**config.mk**
```make
export PLATFORM = sky130hd
export DESIGN_NAME = bpc_ctrl
export DESIGN_NICKNAME = d
export VERILOG_FILES = /design/src/rtl/bpc_pkg.sv /design/src/rtl/bpc_ctrl.sv
export SDC_FILE = /design/constraint.sdc
export NUM_CORES = 1
export LEC_CHECK = 0
export ABC_AREA = 0
export BUFFER_PORTS_ARGS = -buffer_cell sky130_fd_sc_hd__buf_2
export CORE_AREA = 4 4 41 43
export CTS_CLUSTER_DIAMETER = 120
export DETAILED_ROUTE_END_ITERATION = 12
export DIE_AREA = 0 0 45 47
export PLACE_DENSITY = 0.51
export SYNTH_ARGS = -nofsm -noshare
export SYNTH_HDL_FRONTEND = slang
export SYNTH_SLANG_ARGS = --single-unit
```
**constraint.sdc**
```tcl
create_clock -name i_clk -period 1.7 [get_ports i_clk]
set_clock_uncertainty 0.2 [all_clocks]
set_input_delay 0.17 -clock i_clk [delete_from_list [all_inputs] [get_ports i_clk]]
set_output_delay 0.17 -clock i_clk [all_outputs]
set_load 0.1 [all_outputs]
```
**src/rtl/bpc_pkg.sv**
```systemverilog
// bpc_pkg: shared types and constants of the balance pid controller
// controller states, datapath command and status structs, register indexes
// depends on nothing
package bpc_pkg;

    // configuration register indexes
    typedef enum logic [2:0] {
        REG_PROP_GAIN    = 3'd0,
        REG_INTEG_GAIN   = 3'd1,
        REG_RATE_GAIN    = 3'd2,
        REG_DRIVE_LIMIT  = 3'd3,
        REG_INTEG_LIMIT  = 3'd4,
        REG_DEAD_ZONE    = 3'd5,
        REG_FLOOR_DRIVE  = 3'd6,
        REG_SLEW_PER_SEC = 3'd7
    } t_reg_idx;

    // sequencer states; each S_MUL_ state uses the multiplier once
    typedef enum logic [3:0] {
        S_IDLE,
        S_ZERO,
        S_TILT,
        S_MUL_DT,
        S_MUL_SHAPE,
        S_MUL_RATE,
        S_MUL_PROP,
        S_MUL_INTEG,
        S_MUL_SLEW,
        S_TARGET,
        S_UPDATE
    } t_state;

    typedef struct packed {
        logic   load;       // capture the input request
        t_state phase;      // current step of the sequence
        logic   out_load;   // write the output register
    } t_dp_cmd;

    typedef struct packed {
        logic dt_zero;      // offered request has a zero time step
    } t_dp_stat;

    // error shaping constants
    localparam int unsigned KNEE_Q8        = 512;
    localparam int unsigned SLOPE_Q16      = 7864;
    localparam int unsigned BOOST_CAP_Q16  = 42598;
    localparam int unsigned ONE_Q16        = 65536;
    // smallest |tilt| - knee whose boost reaches the cap
    localparam int unsigned BOOST_SAT_DIFF = 1387;

endpackage

```
**src/rtl/bpc_ctrl.sv**
```systemverilog
// bpc_ctrl: sequencer of the balance pid controller
// steps the datapath through one request and owns the output valid flag
// depends on bpc_pkg
module bpc_ctrl (
    input  logic               i_clk,
    input  logic               i_rst_n,
    input  logic               i_in_valid,
    output logic               o_in_ready,
    output logic               o_out_valid,
    input  logic               i_out_ready,
    input  bpc_pkg::t_dp_stat  i_stat,
    output bpc_pkg::t_dp_cmd   o_cmd
);
    import bpc_pkg::*;

    t_state r_state, n_state;
    logic   r_out_valid, n_out_valid;
    logic   out_free;

    assign out_free = !r_out_valid || i_out_ready;

    // state and output flag registers
    always_ff @(posedge i_clk) begin
        if (!i_rst_n) begin
            r_state     <= S_IDLE;
            r_out_valid <= 1'b0;
        end else begin
            r_state     <= n_state;
            r_out_valid <= n_out_valid;
        end
    end

    // next state and commands
    always_comb begin
        n_state        = r_state;
        o_cmd.load     = 1'b0;
        o_cmd.phase    = r_state;
        o_cmd.out_load = 1'b0;
        o_in_ready     = 1'b0;
        case (r_state)
            S_IDLE: begin
                o_in_ready = 1'b1;
                if (i_in_valid) begin
                    o_cmd.load = 1'b1;
                    n_state    = i_stat.dt_zero ? S_ZERO : S_TILT;
                end
            end
            S_ZERO: begin
                if (out_free) begin
                    o_cmd.out_load = 1'b1;
                    n_state        = S_IDLE;
                end
            end
            S_TILT:      n_state = S_MUL_DT;
            S_MUL_DT:    n_state = S_MUL_SHAPE;
            S_MUL_SHAPE: n_state = S_MUL_RATE;
            S_MUL_RATE:  n_state = S_MUL_PROP;
            S_MUL_PROP:  n_state = S_MUL_INTEG;
            S_MUL_INTEG: n_state = S_MUL_SLEW;
            S_MUL_SLEW:  n_state = S_TARGET;
            S_TARGET:    n_state = S_UPDATE;
            S_UPDATE: begin
                if (out_free) begin
                    o_cmd.out_load = 1'b1;
                    n_state        = S_IDLE;
                end
            end
            default:     n_state = S_IDLE;
        endcase
        n_out_valid = o_cmd.out_load ? 1'b1 : (i_out_ready ? 1'b0 : r_out_valid);
    end

    assign o_out_valid = r_out_valid;

endmodule

```
After elaboration in Yosys (flattened, before gate mapping)
Cells that the tools add are included.
{ "totals": {"ff_bits": 5, "latchBits": 0, "ramBits": 0, "mem_bits_ro": 0, "out_inout_bits": 8, "memories": 0} }
{ "op_classes": {"n_addsub": 0, "multipliers": 0, "n_div": 0, "n_lt_le_gt_ge": 0, "n_eq_ne": 12, "shift": 0, "muxes": 11, "bitwise": 0, "reduce_logical": 6} }
{ "op_table": {"columns": ["operator", "count"], "rows": [
  ["one-hot mux 4 bit (10 select lines)", 1],
  ["equality test 4 x 3 -> 1 bit (second input constant)", 4],
  ["equality test 4 bit (second input constant)", 3],
  ["equality test 4 x 2 -> 1 bit (second input constant)", 2],
  ["2-to-1 mux 4 bit", 2],
  ["2-to-1 mux 1 bit", 7],
  ["equality test 4 x 1 -> 1 bit (second input constant)", 1],
  ["zero test 4 bit", 1],
  ["2-to-1 mux 2 bit", 1],
  ["!= test 2 x 1 -> 1 bit (second input constant)", 1],
  ["!= test 2 bit (second input constant)", 1],
  ["AND reduction 2 bit", 1],
  ["nonzero test 2 bit", 1],
  ["OR reduction 2 bit", 1],
  ["zero test 1 bit", 1],
  ["logical OR 1 bit", 1]
]} }

Logic depth before layout (Yosys ltp)
{ "depth": {"word_depth": 5, "ltp_mapped": 5} }

Worst setup path after synthesis
OpenSTA, ideal clock, no wires.
{ "synth_timing": {"path_type": "register -> output", "from": "register r_state[2]", "to": "output o_cmd[5] in the netlist's numbering", "arrival_ps": 4954, "slack_ps": -3624, "stages_incl_launch_ff": 4, "path_buffers": 1, "cell_sequence": "dfxtp_1 buf_6 nor4_1 and2_1"} }
{ "synth_rtl": {"columns": ["element", "line", "rtl"], "rows": [
  ["start: declaration", "bpc_ctrl.sv:16", "t_state r_state, n_state;"],
  ["start signal: assignment", "bpc_ctrl.sv:28", "r_state <= n_state;"],
  ["end: declaration", "bpc_ctrl.sv:12", "output bpc_pkg::t_dp_cmd o_cmd"]
]} }

==> results.cfg <==
[outcome]
status = finished with violations
violations = negative setup slack

[synthesis]
synth_edf_count = 0
synth.distinct_cells = 24
synthCells = 41
synthTopCellsByArea = dfxtp_1 26%, buf_6 8.9%, and4bb_2 6.6%
syn_nets = 46
avgSynthCellArea_sq_um = 9.31
synth-async-reset-ratio_pct = 0
synth_seq_area_share_pct = 26.2
ys_seq_elements = 5
ys.flop_type = dfxtp_1
synth.most_common_cell = dfxtp_1
syn_area_sq_um = 382
yosys_warnings = 0
yosys.area.top_type_share_pct = 26.2
yosys-top-cells-count = 5 x dfxtp_1, 3 x buf_6, 3 x nor3b_1, 3 x nor4_1
yosysTopAreaCell = dfxtp_1

[final_layout]
drive_above_1_share_pct = 61.9
n_antenna_cell = 0
syn_to_final_growth_pct = 60.3
finalNetCount = 69

[die]
rows = 13
start_util_pct = 29.3
die_area_sq_um = 2120
die_h_um = 47
core_area_sq_um = 1300
chipWidth_um = 45
num_io_pins = 13

[drt]
wire_per_inst_um = 13.0
via_per_inst = 5.12
drc = 0
routed_wl_um = 1010
drtPass1Iterations = 4
drt_iter0_markers = 8
vias = 399
postRouteAntennaNets = 0

[setup_path]
cp-end-kind = primary output
reg2reg_from = r_state[2]
cp-start-kind = flip-flop
reg2reg_depth = 4
slowest_delay_ps = 360
r2r-end = r_state[1]
crit_chain = nor4b_4 > nor2_2 > nor2_2 > buf_12
rrSetupSlack_ps = 180
cp.arrival_ps = 1370
required_ps = 1330
crit_slowest_cell = dfxtp_4
startpoint = r_state[1]
crit_type = flip-flop to primary output
critPathMaxFanout = 6
crit_path_frequent_cell = nor2_2

[timing]
finalSetupTns_ps = -35.4
clock.fmax_ghz = 0.576
worst_pin_slew_ps = 485
hold_viol_final = 0
holdWs_ps = 15.8
period_minus_slack_ps = 1740
report.final.slew_viol_count = 0
grt_setup_unrepaired = true
period_share_pct = 102
slew_headroom_pct = 67.9
layout_setup_ws_ps = -35.4
finalSetupViolCount = 1

[min_path]
hold_start = i_rst_n
holdPathEnd = o_out_valid
whs_path_depth = 2
hold_class = input pin to flip-flop

[clocking]
cts_root_buffer = clkbuf_4
clock_path_buffers = 2
clock_latency_ps = 240
htreeDepth = 1
cts_tree = yes
clock_sinks = 5
tritoncts.num_buffers = 3
ctsHoldBuffers = 0
clkTransAtPathRegs_ps = 50

[global_routing]
grt_max_degree = 14
antenna_found_initial = 0
track_usage_pct = 8.77
grt.overflow.total = 0
grt_pass1_vias = 314
grt_first_pass_wirelength_um = 1320

[pwr]
peakVddDrop_mv = 0.367
power_density_nw_per_um2 = 837
p_leak_nw = 0.261

[place]
io_buffers = 12
gp_congestion = 0.709
hpwlAfterDp_um = 624

[flow_run]
max-cap-violations = 0
flip-flops by register name, summed over array words and instances (netlist names):
register / flops
o_out_valid: 1
r_state: 4
timing repair:
action                                  in CTS  in global routing
endpoints found under the setup margin       2                  2
pin swaps                                    1                  5
gates resized for setup                      1                  0
buffers inserted                             1                 10
power by group:
group | total [mW] | internal (mW) | switching, mW
logic | 0.242 | 0.0901 | 0.152
registers | 0.133 | 0.122 | 0.0116
clock network | 0.136 | 0.0887 | 0.0478
total | 0.512 | 0.300 | 0.212
critical path, delay by kind of cell, from the launching register on:
| family | cells | cell delay (ps) |
|---|---|---|
| buffers and inverters | 1 | 190 |
| and+or+nand+nor | 3 | 580 |
| DFF | 1 | 360 |
worst max path at each step:
stage,to
after floorplan,o_cmd[5]
after global placement,o_cmd[0]
after detailed placement,o_cmd[0]
after CTS,o_cmd[0]
after global routing,o_cmd[0]
final,o_cmd[0]
logic make-up after synthesis:
logic type,Yosys count,synth area share (%)
flip-flops,5,26.2
AO/OA/AOI/OAI,8,15.7
buffers and inverters,7,14.1
XOR/XNOR,1,2.30
AND/OR/NAND/NOR,20,41.6
layer usage:
layer | GRT usage, % | routed length, um | vias to the layer above
met5 | 0 | 0 | -
met4 | 7.02 | 0 | 0
met3 | 1.15 | 43 | 0
met2 | 13.0 | 479 | 10
met1 | 11.4 | 488 | 190
li1 | - | - | 199
placed cells by master, fill, tap and decap left out:
| cell type | instances |
|---|---|
| buf_2 | 9 |
| buf_4 | 8 |
| buf_12 | 4 |
| dfxtp_4 | 4 |
| nor3b_1 | 3 |
| clkbuf_4 | 3 |
| nor2b_1 | 2 |
| and4bb_2 | 2 |
| nor2_2 | 2 |
| inv_1 | 2 |
| nand2_1 | 2 |
| nor4_1 | 2 |
| o21ai_0 | 2 |
| o211ai_1 | 2 |
| o32ai_1 | 2 |
| clkbuf_2 | 2 |
| nor4b_4 | 1 |
| nor4_4 | 1 |
| and2_4 | 1 |
| nor4bb_1 | 1 |
| or3_1 | 1 |
| o31a_2 | 1 |
| and2b_1 | 1 |
| nand4b_1 | 1 |
| a21boi_0 | 1 |
| xor2_1 | 1 |
| clkbuf_1 | 1 |
| dfxtp_2 | 1 |
metrics by stage:
stage	area (sq um)	total power, mW	std cells	utilization, %	setup WS, ps
after global routing	612	0.534	78	47.0	-95.2
after floorplan	419	0.302	41	-	-932
after detailed placement	493	0.353	63	37.9	158
after CTS	529	0.499	68	40.7	-47.0
final	612	0.512	78	47.0	-35.4
after global placement	493	0.355	63	37.9	175
layout make-up:
| class | count | area (sq um) |
|---|---|---|
| clock buffers | 4 | 26.3 |
| multi-input cells | 29 | 248 |
| inverters | 2 | 7.51 |
| flip-flops and latches | 5 | 116 |
| repair buffers | 23 | 195 |
| well taps | 15 | 18.8 |
| fillers | 140 | 689 |
Note: power is estimated with default switching activity, not from simulation.
